File: src/rtl/core/kdf_pkg.sv
// Shared types and constants for the KISS deframer with transmit ring.
// No dependencies; imported by every module of the block except kdf_ram.
`default_nettype none
package kdf_pkg;

	localparam int RING_DEPTH_DEF = 8192;
	localparam int NUM_PARAMS     = 5;
	localparam int QUEUE_DEPTH    = 2;

	localparam logic [7:0] FEND      = 8'hC0;
	localparam logic [7:0] FESC      = 8'hDB;
	localparam logic [7:0] TFEND     = 8'hDC;
	localparam logic [7:0] TFESC     = 8'hDD;
	localparam logic [7:0] IDLE_FLAG = 8'h7E;
	localparam logic [3:0] SEL_MASK  = 4'hF;

	typedef enum logic {
		OP_HOST_BYTE = 1'b0,
		OP_DEQUEUE   = 1'b1
	} opcode_t;

	typedef enum logic [3:0] {
		SEL_DATA        = 4'd0,
		SEL_KEYUP_DELAY = 4'd1,
		SEL_PERSISTENCE = 4'd2,
		SEL_SLOT_PERIOD = 4'd3,
		SEL_TX_TAIL     = 4'd4,
		SEL_DUPLEX_MODE = 4'd5
	} param_sel_t;

	// Index 0 is tx delay, then persistence, slot time, tx tail, full duplex.
	typedef logic [NUM_PARAMS-1:0][7:0] param_bank_t;

	typedef struct packed {
		logic is_deq;
		logic hit;
		logic ring_empty;
		logic store_req;
	} item_ctrl_t;

endpackage
`default_nettype wire

File: src/rtl/core/kdf_front.sv
// Front end: accepts requests, runs the KISS decoder, owns ring pointers and parameters.
// Depends on kdf_pkg; writes the ring RAM and pushes into kdf_queue.
`default_nettype none
module kdf_front import kdf_pkg::*; #(
	parameter int RING_DEPTH = RING_DEPTH_DEF,
	localparam int AW = $clog2(RING_DEPTH)
) (
	input  wire logic        clk,
	input  wire logic        arst_n,
	input  wire logic        in_valid,
	output logic             in_stall,
	input  wire logic        opcode,
	input  wire logic [7:0]  host_byte,
	input  wire logic        q_full,
	output logic             push,
	output item_ctrl_t       push_ctrl,
	output param_bank_t      push_params,
	output logic [AW-1:0]    push_addr,
	output logic             ram_we,
	output logic [AW-1:0]    ram_waddr,
	output logic [7:0]       ram_wdata
);

	localparam logic [AW-1:0] LAST_PTR = AW'(RING_DEPTH - 1);

	logic [AW-1:0] rd_ptr_q, wr_ptr_q, rd_ptr_d, wr_ptr_d;
	logic          cmd_q, esc_q, cmd_d, esc_d;
	param_sel_t    sel_q, sel_d;
	param_bank_t   params_q, params_d;
	logic          hit, store_req, is_deq;
	logic [7:0]    c_dec;

	assign in_stall = q_full;
	assign push     = in_valid && !q_full;
	assign is_deq   = (opcode_t'(opcode) == OP_DEQUEUE);

	always_comb begin
		rd_ptr_d  = rd_ptr_q;
		wr_ptr_d  = wr_ptr_q;
		cmd_d     = cmd_q;
		esc_d     = esc_q;
		sel_d     = sel_q;
		params_d  = params_q;
		hit       = 1'b0;
		store_req = 1'b0;
		ram_we    = 1'b0;
		c_dec     = host_byte;
		if (is_deq) begin
			hit = (rd_ptr_q != wr_ptr_q);
			if (hit) begin
				rd_ptr_d = (rd_ptr_q == LAST_PTR) ? '0 : rd_ptr_q + 1'b1;
			end
		end else if (host_byte == FEND) begin
			cmd_d = 1'b1;
		end else if (host_byte == FESC) begin
			esc_d = 1'b1;
		end else begin
			// undo the transpose under an armed escape
			if (esc_q) begin
				if (host_byte == TFEND) begin
					c_dec = FEND;
				end else if (host_byte == TFESC) begin
					c_dec = FESC;
				end
				esc_d = 1'b0;
			end
			if (cmd_q) begin
				sel_d = param_sel_t'(c_dec[3:0] & SEL_MASK);
				cmd_d = 1'b0;
			end else if (sel_q != SEL_DATA) begin
				case (sel_q)
					SEL_KEYUP_DELAY: params_d[0] = c_dec;
					SEL_PERSISTENCE: params_d[1] = c_dec;
					SEL_SLOT_PERIOD: params_d[2] = c_dec;
					SEL_TX_TAIL:     params_d[3] = c_dec;
					SEL_DUPLEX_MODE: params_d[4] = c_dec;
					default: ;
				endcase
				store_req = 1'b1;
				sel_d     = SEL_DATA;
			end else begin
				ram_we   = 1'b1;
				wr_ptr_d = (wr_ptr_q == LAST_PTR) ? '0 : wr_ptr_q + 1'b1;
			end
		end
	end

	assign ram_waddr = wr_ptr_q;
	assign ram_wdata = c_dec;

	always_comb begin
		push_ctrl.is_deq     = is_deq;
		push_ctrl.hit        = hit;
		push_ctrl.ring_empty = (rd_ptr_d == wr_ptr_d);
		push_ctrl.store_req  = store_req;
		push_params          = params_d;
		push_addr            = rd_ptr_q;
	end

	always_ff @(posedge clk or negedge arst_n) begin
		if (!arst_n) begin
			rd_ptr_q <= '0;
			wr_ptr_q <= '0;
			cmd_q    <= 1'b0;
			esc_q    <= 1'b0;
			sel_q    <= SEL_DATA;
			params_q <= '0;
		end else if (push) begin
			rd_ptr_q <= rd_ptr_d;
			wr_ptr_q <= wr_ptr_d;
			cmd_q    <= cmd_d;
			esc_q    <= esc_d;
			sel_q    <= sel_d;
			params_q <= params_d;
		end
	end

endmodule
`default_nettype wire

File: config.mk
export PLATFORM = sky130hd
export DESIGN_NAME = kdf_front
export DESIGN_NICKNAME = d
export VERILOG_FILES = /design/src/rtl/core/kdf_pkg.sv /design/src/rtl/core/kdf_front.sv
export SDC_FILE = /design/constraint.sdc
export NUM_CORES = 1
export LEC_CHECK = 0
export BUFFER_PORTS_ARGS = -buffer_cell sky130_fd_sc_hd__buf_2
export CAP_MARGIN = 40
export CORE_ASPECT_RATIO = 0.6
export CORE_MARGIN = 3
export CORE_UTILIZATION = 30
export CTS_CLUSTER_SIZE = 25
export DETAILED_ROUTE_END_ITERATION = 8
export PLACE_DENSITY = 0.49
export SLEW_MARGIN = 0
export SYNTH_ARGS = -nofsm -noshare
export SYNTH_HDL_FRONTEND = slang
export SYNTH_SLANG_ARGS = --single-unit
File: constraint.sdc
create_clock -name clk -period 3.2 [get_ports clk]
set_clock_uncertainty 0.2 [all_clocks]
set_input_delay 0.32 -clock clk [delete_from_list [all_inputs] [get_ports clk]]
set_output_delay 0.32 -clock clk [all_outputs]
set_load 0.02 [all_outputs]
## Word level (Yosys, flattened, before mapping)

Index checks and enable logic that the tools add are counted.

| storage, ports and cells | value |
|---|---|
| register bits after elaboration | 72 |
| bits of input ports | 13 |
| logic and storage cells | 77 |

| operators by class | value |
|---|---|
| add/subtract/negate cells | 2 |
| equal/unequal tests | 14 |
| bitwise logic cells | 3 |
| reductions and logical operators | 7 |
| multiplexer cells | 41 |

Operator list:

| cell | count |
|---|---|
| $mux W40 | 5 |
| $mux W13 | 9 |
| $mux W8 | 11 |
| $eq A8 B8 Y1 const B | 4 |
| $add A13 B1 Y13 const B | 2 |
| $eq A13 B13 Y1 const B | 2 |
| $mux W1 | 14 |
| $eq A13 B13 Y1 | 1 |
| $ne A13 B13 Y1 | 1 |
| $eq A4 B2 Y1 const B | 2 |
| $eq A4 B3 Y1 const B | 2 |
| $mux W4 | 2 |
| $reduce_and A3 Y1 | 2 |
| $reduce_and A5 Y1 | 1 |
| $eq A4 B1 Y1 const B | 1 |
| $reduce_bool A4 Y1 | 1 |
| $not A1 Y1 | 3 |
| $ne A2 B2 Y1 const B | 1 |
| $reduce_bool A2 Y1 | 1 |
| $logic_and A1 B1 Y1 | 1 |
| $logic_not A1 Y1 | 1 |

## Depth between registers and ports, before layout

Gate-level depths: netlist of the first run.

| logic depth | value |
|---|---|
| word-level depth | 10 |
| gate-level depth with buffers | 11 |
| mapped depth without buffers | 9 |

## Least setup slack after synthesis of the first run

No wires, ideal clock.

| timing | value |
|---|---|
| kind | register to output |
| start point | register rd_ptr_q[7] (netlist: push_addr[7]) |
| end point | output port push_ctrl[1] (netlist bit) |
| path buffers | 1 |
| data required time | 2.680 ns |
| stages on the path, launching flop included | 11 |
| path slack | -0.442 ns |
| data arrival time | 3.122 ns |
| cell sequence | dfrtp_1 buf_2 xor2_1 or4_4 o41ai_4 inv_4 a22oi_2 xor2_1 o2111ai_1 or4_1 nor4_2 |

RTL lines:

| what | RTL line | RTL |
|---|---|---|
| start: declaration | kdf_front.sv:26 | `logic [AW-1:0] rd_ptr_q, wr_ptr_q, rd_ptr_d, wr_ptr_d;` |
| start signal: assignment | kdf_front.sv:109 | `rd_ptr_q <= rd_ptr_d;` |
| end: declaration | kdf_front.sv:16 | `output item_ctrl_t push_ctrl,` |

==> results.md, run 1 <==
- Slew at the pin with the worst max-slew slack: between 0.7 and 0.8 ns
- Syn Area/Cell: slightly above 8 um^2
- FF-to-FF End: ram_waddr[11]
- Crit. End Element: output pin
- Syn_nets: between 500 and 600
- CTS tree: done
- Initial detailed-routing violation count: approximately 360
- R2r setup slk: roughly 0.50 ns
- Rows: 33
- Die area: between 15,000 and 20,000 um^2
- Design Area, Final: approximately 6200 um^2
- Crit path max-delay cell type: or4_4
- Worst EP required: 2.68 ns
- Pwr per Cell Area: 541 nW/um^2
- Yosys reg bits: between 70 and 80
- Sum Neg Setup Slack: -0.738 ns
- Worst Setup Start Kind: flop
- Total CTS buffers: 9
- Post-synthesis mux area share: 6.70%
- Initial antenna violation count: 0
- Post-synth ARST share: 100%
- Count leader, synth: nand2_1
- Max clock buf depth: 2
- Core Box Area: ~14,000 um^2
- Worst vdd ir: 0.304 mV
- Critical Path Stages: 11
- Synth Area in XOR/XNOR: 7.62%
- CP most frequent cell: buf_4
- Largest net degree at the start of global routing: 39
- Root buffer cell: clkbuf_16
- WL/cell: ~17 um
- Maximum achievable frequency: ~250 MHz
- Largest family of logic cells by synthesized area: simple AND/OR/NAND/NOR gates
- Netlist Area Pre-Place: approximately 4500 um^2
- Leak Pwr: 0.00306 uW
- Max-Cap Viols: 0
- Routability-driven placement congestion ratio: 0.895
- Post-synthesis sequential area ratio: about two fifths
- Share of cells above drive strength 1: between 30% and 40%
- Area Growth Syn to Fin: 37.8%
- Placed Cells: between 800 and 900
- Final Critical Period: 3.94 ns
- Count of cell types in the netlist: between 50 and 60
- Post-route DRC: 0
- CTS H-tree lvls: 3
- Synth Area in Adders: less than 1%
- Slew Viols, Final: 0
- Routed Antenna Nets: 0
- Total Routed Length: about 16,000 um
- CP max stage delay: about 0.58 ns
- Failing checks: setup timing
- Die W: approximately 160 um
- Top delay family on crit path: simple AND/OR/NAND/NOR gates
- Slew HR: approximately half
- Final setup vio count: 1
- Most instantiated cells after synthesis: nand2_1 (160), dfrtp_1 (72), o21ai_0 (49)
- Ant diodes: 0
- Ys flop type: dfrtp_1
- PortBufs: 93
- Fin nets: 727
- Finished Layout Cells: around 910
- Gr usage total: 19.7%
- TritonRoute pass-1 iters: 5
- CP Max Fanout: 5
- Tcrit/Tclk final: 123%
- Vias in the first global route: between 4,000 and 5,000
- Post-Syn Instances: approximately 550
- Syn. warnings: 0
- Reg2Reg Launch Point: ram_waddr[4]
- CP Cell Sequence: xor2_1 > or4_4 > o41ai_4 > buf_4 > nor3_1 > a211o_1 > nor4bb_1 > nor4_1 > buf_4 > nor4_4 > buf_4
- Global-route wire length before repair: between 20,000 and 25,000 um
- Type of the worst min-delay path: in2async
- Worst-Skew Late Latency: approximately 0.34 ns
- GRT overflow: 0
- Crit path buf inv count: 3
- Synth Area in Compound Gates: approximately an eighth
- Number of enable flip-flop cells after synthesis: 0
- CP Class: reg2out
- Largest cells by area after synthesis: dfrtp_1 (40%), nand2_1 (13%), mux2_2 (6.0%)
- Detailed placer's ending HPWL: around 12,000 um
- Final hold viol count: 0
- Setup ws final: -0.738 ns
- CP arrival: 3.42 ns
- Leading area contributor after synthesis: dfrtp_1
- Outcome: complete, but fails checks
- Ports: 94
- Via density per instance: ~5.0
- Post-Synth Simple-Gate Area: 26.9%
- Final core utilization: around 44%
- Reg clk slew, reported paths: 0.06 ns
- Post-DP Area: approximately 5800 um^2
- Starting Density: 31.7%
- Post-CTS setup buffers: 0
- RSZ-0062 raised after global routing: true
- Die Ht: approximately 100 um
- Pre-CTS setup slack: -0.462 ns
- Synth top area share: about two fifths
- CTS Sinks: between 70 and 80
- Via count: ~4,500
- Reg2Reg Depth: 10
- Filler instances: 1,455
## power by group
part	leakage [uW]	switching, uW	total (uW)	internal [uW]
registers	0.000989	69.2	1050	984
clock network	0.000146	412	1040	631
logic	0.00192	707	1240	536
total	0.00306	1190	3340	2150
## cell usage in the layout (no fill, tap or decap), types with 11 or more instances in the layout
cell type  count
nand2_1      159
buf_4        103
buf_2         92
dfrtp_1       72
o21ai_0       48
mux2_2        24
xnor2_1       24
nor2_1        18
nor3_1        16
xor2_1        13
o31ai_1       13
a21oi_1       12
nand3_1       12
nand4_1       11
## stage by stage
stage	hold WS, ns	total power [uW]
final	0.130	3340
after floorplan	-0.176	1770
after CTS	0.117	3350
after global routing	0.137	3530
after global placement	0.252	2280
after detailed placement	-0.0443	2280
## layer usage
metal / GRT usage [%] / vias up / wire (um)
li1: - / 2205 / -
met1: 32.2 / 2172 / 8680
met2: 25.3 / 133 / 5900
met3: 5.17 / 11 / 976
met4: 3.44 / 0 / 99
met5: 0 / - / 0
## repair_timing
action,CTS,global route
pin swaps,0,2
hold buffers,1,0
setup endpoints to repair,9,10
hold endpoints to repair,38,0
resized for setup,4,6
## kinds of logic (layout without fill, tap and decap cells)
| kind of cell | after synthesis | count (layout) |
|---|---|---|
| AO/OA/AOI/OAI | 94 | 94 |
| XOR/XNOR | 39 | 39 |
| adder cells (fa/ha/maj) | 2 | 2 |
| buffers and inverters | 52 | 221 |
| flip-flops | 72 | 72 |
| multiplexers | 27 | 27 |
| AND/OR/NAND/NOR | 262 | 262 |
## sequential cells by signal, summed over array words and instances, names as in the netlist
| name | flops |
|---|---|
| cmd_q | 1 |
| esc_q | 1 |
| params_q | 40 |
| push_addr | 13 |
| ram_waddr | 13 |
| sel_q | 4 |
## layout make-up
| cell class | instances | area (um^2) | share of cell area [%] |
|---|---|---|---|
| multi-input cells | 424 | 2510 | 40.7 |
| flip-flops and latches | 72 | 1800 | 29.2 |
| clock buffers | 11 | 243 | 3.93 |
| well taps | 192 | 240 | 3.89 |
| clock inverters | 5 | 63.8 | 1.03 |
| inverters | 7 | 28.8 | 0.466 |
| repair buffers | 198 | 1280 | 20.8 |
## worst max-delay path by stage
stage,endpoint,from,slack (ns)
global placement,push_ctrl[1],ram_waddr[4],-0.48
global route,push_ctrl[1],ram_waddr[4],-0.86
CTS,push_ctrl[1],ram_waddr[7],-0.73
floorplan,push_ctrl[1],push_addr[7],-0.36
finish,push_ctrl[1],ram_waddr[7],-0.74
detailed placement,push_ctrl[1],host_byte[3],-0.46
No activity file was read; power rests on OpenSTA's default activity.
==> run 2, diff against run 1 <==
CORE_UTILIZATION = 40   (was 30)
PLACE_DENSITY = 0.62   (was 0.49)
==> run 2 against run 1 <==
The run still ends with setup timing left; via count grew 4.5%; worst setup slack worse by 0.057 ns; utilization grew 13 points; global-route usage increased by 5.4 points; flip-flop and latch count is the same; clock power up 4%; sequential power hardly changed; maximum frequency decreased by 1.4%; register-to-register slack better by 0.03 ns; critical path depth is the same.
==> results.md, run 2 (synthesized netlist as in run 1, its figures left out) <==
- Biggest register: params_q
- Design Area, Final: 6080 um^2 (-1.5%)
- Slew at the pin with the worst max-slew slack: 0.699 ns (-0.0241 ns)
- WL/cell: 18.1 um (+5.3%)
- Reg clk slew, reported paths: 0.06 ns (about the same)
- PortBufs: 93 (unchanged)
- Global-route wire length before repair: 24,200 um (-2.5%)
- Routed Antenna Nets: 0 (unchanged)
- Core Box Area: 10,700 um^2 (-24%)
- Final hold viol count: 0 (unchanged)
- Max clock buf depth: 2 (unchanged)
- Placed Cells: 837 (-6.2%)
- Routability-driven placement congestion ratio: 0.928 (+3.8%)
- Largest net degree at the start of global routing: 30 (-23%)
- Worst vdd ir: 0.390 mV (+28%)
- Gr usage total: 25.1% (+5.4 points)
- Ports: 94 (unchanged)
- Slew Viols, Final: 0 (unchanged)
- Post-DP Area: 5700 um^2 (-1.8%)
- Post-route DRC: 0 (unchanged)
- Final Critical Period: 4.00 ns (+0.0572 ns)
- CTS Sinks: 72 (unchanged)
- Rows: 29 (-12%)
- CTS H-tree lvls: 3 (unchanged)
- Via density per instance: 5.54 (+11%)
- Crit. End Element: output pin
- Via count: 4,725 (+4.5%)
- Die W: 143 um (-13%)
- Finished Layout Cells: 853 (-6.2%)
- RSZ-0062 raised after global routing: true
- Failing checks: setup timing
- CP Max Fanout: 6 (+1)
- Detailed placer's ending HPWL: 11,900 um (-3.6%)
- Worst Setup Start Kind: flop
- Power, Total: 3330 uW (-0.40%)
- Share of cells above drive strength 1: 34.6% (-0.55 points)
- Max reg flops: 40 (unchanged)
- Total CTS buffers: 9 (unchanged)
- Die Ht: 88.0 um (-13%)
- CTS tree: done
- Slew HR: 53.2% (+1.6 points)
- Root buffer cell: clkbuf_16
- Worst EP required: 2.68 ns (about the same)
- Maximum achievable frequency: 250 MHz (-1.4%)
- Tcrit/Tclk final: 125% (+1.8 points)
- Starting Density: 41.7% (+10 points)
- Type of the worst min-delay path: in2reg
- Max-Cap Viols: 0 (unchanged)
- Initial antenna violation count: 0 (unchanged)
- GRT overflow: 0 (unchanged)
- CP arrival: 3.48 ns (+0.06 ns)
- Final setup vio count: 1 (unchanged)
- Outcome: complete, but fails checks
- Worst-Skew Late Latency: 0.34 ns (about the same)
- Most frequent cells in the layout: nand2_1 (160), buf_4 (103), buf_2 (92), dfrtp_1 (72), o21ai_0 (47)
- Pwr per Cell Area: 547 nW/um^2 (+1.1%)
- Initial detailed-routing violation count: 435 (+20%)
- Ant diodes: 0 (unchanged)
- Leak Pwr: 0.00304 uW (-0.57%)
- Vias in the first global route: 4,518 (+3.8%)
- Setup ws final: -0.795 ns (-0.0572 ns)
- Total Routed Length: 15,500 um (-1.2%)
- Fin nets: 726 (-0.14%)
- TritonRoute pass-1 iters: 5 (unchanged)
- Area Growth Syn to Fin: 35.7%
- Die area: 12,500 um^2 (-24%)
- CP Class: reg2out
- Most common cell after layout, fill and taps aside: nand2_1
[run 2: worst max-delay path, cell delays in order (launching register included)]
cell and delay (ns):
dfrtp_1 0.39, xor2_1 0.17, or4_4 0.59, o41ai_4 0.37, buf_4 0.22, nor3_1 0.05, a211o_1 0.32, nor4bb_2 0.27
nor4_1 0.08, buf_4 0.15, nor4_4 0.33, buf_4 0.20
[run 2: power breakdown]
part           internal [uW]  total (uW)  switching, uW
sequential               985        1040           52.3
combinational            493        1200            711
clock                    675        1080            410
[run 2: final cells by class]
type                    count  area (um^2)
clock buffers               9          225
multi-input cells         424         2500
clock inverters             5         83.8
inverters                   7         28.8
well taps                 139          174
flip-flops and latches     72         1800
repair buffers            197         1260
fillers                   993         4660
[run 2: metal layers]
layer	GRT usage, %	share of wire (%)	up-vias
met1	39.6	50	2285
li1	-	-	2200
met3	5.84	8.5	16
met5	0	0	-
met4	5.00	0.66	0
met2	34.5	41	224
[run 2: what timing repair did]
| item | CTS | global route |
|---|---|---|
| pin swaps | 0 | 0 |
| endpoints found under the setup margin | 13 | 11 |
| setup buffers | 1 | 0 |
| resized for setup | 2 | 7 |
| hold endpoints to repair | 21 | 0 |
| hold buffers | 1 | 0 |
[run 2: through the flow]
stage / hold slack (ns) / utilization (%) / setup WS (ns) / setup TNS (ns)
2_1_floorplan: -0.176 / - / -0.359 / -0.359
3_5_place_dp: 0.126 / 53.1 / -0.375 / -0.479
4_1_cts: 0.186 / 56.3 / -0.752 / -0.752
6_report: 0.203 / 56.6 / -0.795 / -0.795
3_3_place_gp: 0.125 / 53.1 / -0.343 / -0.399
5_1_grt: 0.216 / 56.6 / -0.949 / -0.949
[run 2: final timing paths]
path	start	end	slack, ns	cells past startpoint
setup reg to reg	ram_waddr[4]	ram_waddr[6]	0.53	10
min in group asynchronous	arst_n	params_q[26]	0.28	2
hold / removal	host_byte[7]	params_q[39]	0.20	4
setup / recovery	ram_waddr[7]	push_ctrl[1]	-0.80	11
hold reg to reg	params_q[24]	params_q[24]	0.27	2
max in group asynchronous	arst_n	push_addr[9]	1.73	3
==> run 3, diff against run 2 <==
PLACE_DENSITY = not set   (was 0.62)
PLACE_DENSITY_LB_ADDON = 0.2   (was not set)
clock period = 4.5 ns   (was 3.2 ns; I/O delays follow)
==> run 3 against run 2 <==
Critical endpoint unchanged; register-to-register slack better by 1.2 ns; sequential share of layout area is 4.5 points higher; flip-flop and latch count stayed put; non-clock buffer count is 95 lower; the flow now finishes without violations.
==> results.md, run 3 (synthesized netlist as in run 1, its figures left out) <==
- Rows: 29 (unchanged)
- Filler instances: 1,032 (+3.9%)
- Maximum achievable frequency: 239 MHz
- Global-route wire length before repair: 21,300 um (-12%)
- Post-DP Area: 4990 um^2 (-13%)
- Slew HR: 42.3% (-11 points)
- Worst-Skew Late Latency: 0.33 ns (about the same)
- Outcome: complete, no violations
- Pwr per Cell Area: 402 nW/um^2 (-27%)
- Post-route DRC: 0 (unchanged)
- Crit path max-delay cell type: or4_4
- Slew Viols, Final: 0 (unchanged)
- Final core utilization: 49.2% (-7.4 points)
- Post_cts resized: 0 (-2)
- RSZ-0062 raised after global routing: false
- Tcrit/Tclk final: between 90% and 100%
- CP max stage delay: 0.57 ns (-0.02 ns)
- Via density per instance: 5.54 (about the same)
- Slew at the pin with the worst max-slew slack: 0.865 ns (+0.166 ns)
- Final Critical Period: approximately 4.2 ns
- CTS Sinks: 72 (unchanged)
- Die W: 143 um (unchanged)
- Post-CTS setup buffers: 0 (-1)
- WL/cell: 17.7 um (-2.2%)
- Ports: 94 (unchanged)
- Initial antenna violation count: 0 (unchanged)
- CP Cell Sequence: xor2_1 > or4_4 > o41ai_4 > buf_4 > nor3_1 > a211o_1 > nor4bb_1 > nor4_1 > nor4_2 > buf_2
- Sum Neg Setup Slack: 0 ns (+0.795 ns)
- Largest net degree at the start of global routing: 46 (+53%)
- Max reg flops: 40 (unchanged)
- Initial detailed-routing violation count: 381 (-12%)
- Worst EP required: 3.85 ns (+1.17 ns)
- Design Area, Final: 5290 um^2 (-13%)
- Most common cell after layout, fill and taps aside: nand2_1
- CP Max Fanout: 13 (+7)
- Root buffer cell: clkbuf_16
- Leak Pwr: 0.00256 uW (-16%)
- Die Ht: 88.0 um (unchanged)
- Worst vdd ir: 0.206 mV (-47%)
- CTS tree: done
- CP Class: reg2out
- Max clock buf depth: 2 (unchanged)
- Worst Setup Start Kind: flop
- Multi-input gate area: 2460 um^2 (-1.9%)
- PortBufs: 93 (unchanged)
- Via count: 4,209 (-11%)
- Area Growth Syn to Fin: 18.0%
- Share of cells above drive strength 1: 24.0% (-11 points)
- Power, Total: 2120 uW (-36%)
- Sequential cell area: 1800 um^2 (unchanged)
- Biggest register: params_q
- Routability-driven placement congestion ratio: 0.951 (+2.4%)
- Gr usage total: 21.8% (-3.2 points)
- Total CTS buffers: 9 (unchanged)
- Final hold viol count: 0 (unchanged)
- Final setup vio count: 0 (-1)
- Routed Antenna Nets: 0 (unchanged)
- CP arrival: 3.54 ns (+0.06 ns)
- Core Box Area: 10,700 um^2 (unchanged)
- Detailed placer's ending HPWL: 9960 um (-16%)
- Max-Cap Viols: 0 (unchanged)
- Total Routed Length: 13,500 um (-13%)
- GRT overflow: 0 (unchanged)
- Reg clk slew, reported paths: 0.06 ns (about the same)
- Crit. End Element: output pin
- Cts hold-fix bufs: 1 (unchanged)
- WHS: 0.256 ns (+0.0522 ns)
- CTS H-tree lvls: 3 (unchanged)
- Die area: 12,500 um^2 (unchanged)
- Fin nets: 631 (-13%)
- Vias in the first global route: 3,897 (-14%)
- Ant diodes: 0 (unchanged)
- Most frequent cells in the layout: nand2_1 (160), buf_2 (93), dfrtp_1 (72), o21ai_0 (49), xnor2_1 (25)
- TritonRoute pass-1 iters: 5 (unchanged)
- Starting Density: 41.7% (unchanged)
- Type of the worst min-delay path: in2reg
run 3: per-layer routing:
| layer | part of all wire, % | track usage, % | vias up |
|---|---|---|---|
| met3 | 9.9 | 7.75 | 5 |
| met2 | 40 | 29.7 | 158 |
| met5 | 0 | 0 | - |
| li1 | - | - | 2008 |
| met4 | 0.42 | 3.88 | 0 |
| met1 | 50 | 33.3 | 2038 |
run 3: path summary, 6_finish.rpt:
path,from,to,slack [ns],cells past startpoint
setup / recovery,push_addr[5],push_ctrl[1],0.31,10
hold / removal,host_byte[5],params_q[37],0.26,3
setup reg to reg,ram_waddr[0],ram_waddr[3],1.75,8
hold reg to reg,params_q[30],params_q[30],0.27,2
max in group asynchronous,arst_n,params_q[30],2.55,3
min in group asynchronous,arst_n,push_addr[5],0.50,2
run 3: worst max-delay path: cells and delay by family, from the launching register on:
kind,cells,cell delay [ns]
compound gates,2,0.64
simple gates,5,1.35
xor+xnor,1,0.20
buf+inv,2,0.50
flops,1,0.51
run 3: through the flow:
step	instances	worst slack, ns
5_1_grt	760	0.142
3_5_place_dp	743	0.556
6_report	760	0.309
3_3_place_gp	743	0.653
4_1_cts	760	0.338
2_1_floorplan	548	0.728
run 3: layout make-up:
type                    count  share of cell area [%]
clock inverters             6                    1.14
well taps                 139                    3.29
clock buffers              10                    4.33
inverters                   7                   0.545
multi-input cells         424                    46.5
flip-flops and latches     72                    34.1
repair buffers            102                    10.1
run 3: report_power, final:
group / internal (uW) / switching (uW) / leakage [uW]
Clock: 426 / 281 / 0.000138
Combinational: 237 / 371 / 0.00143
Sequential: 699 / 109 / 0.000989
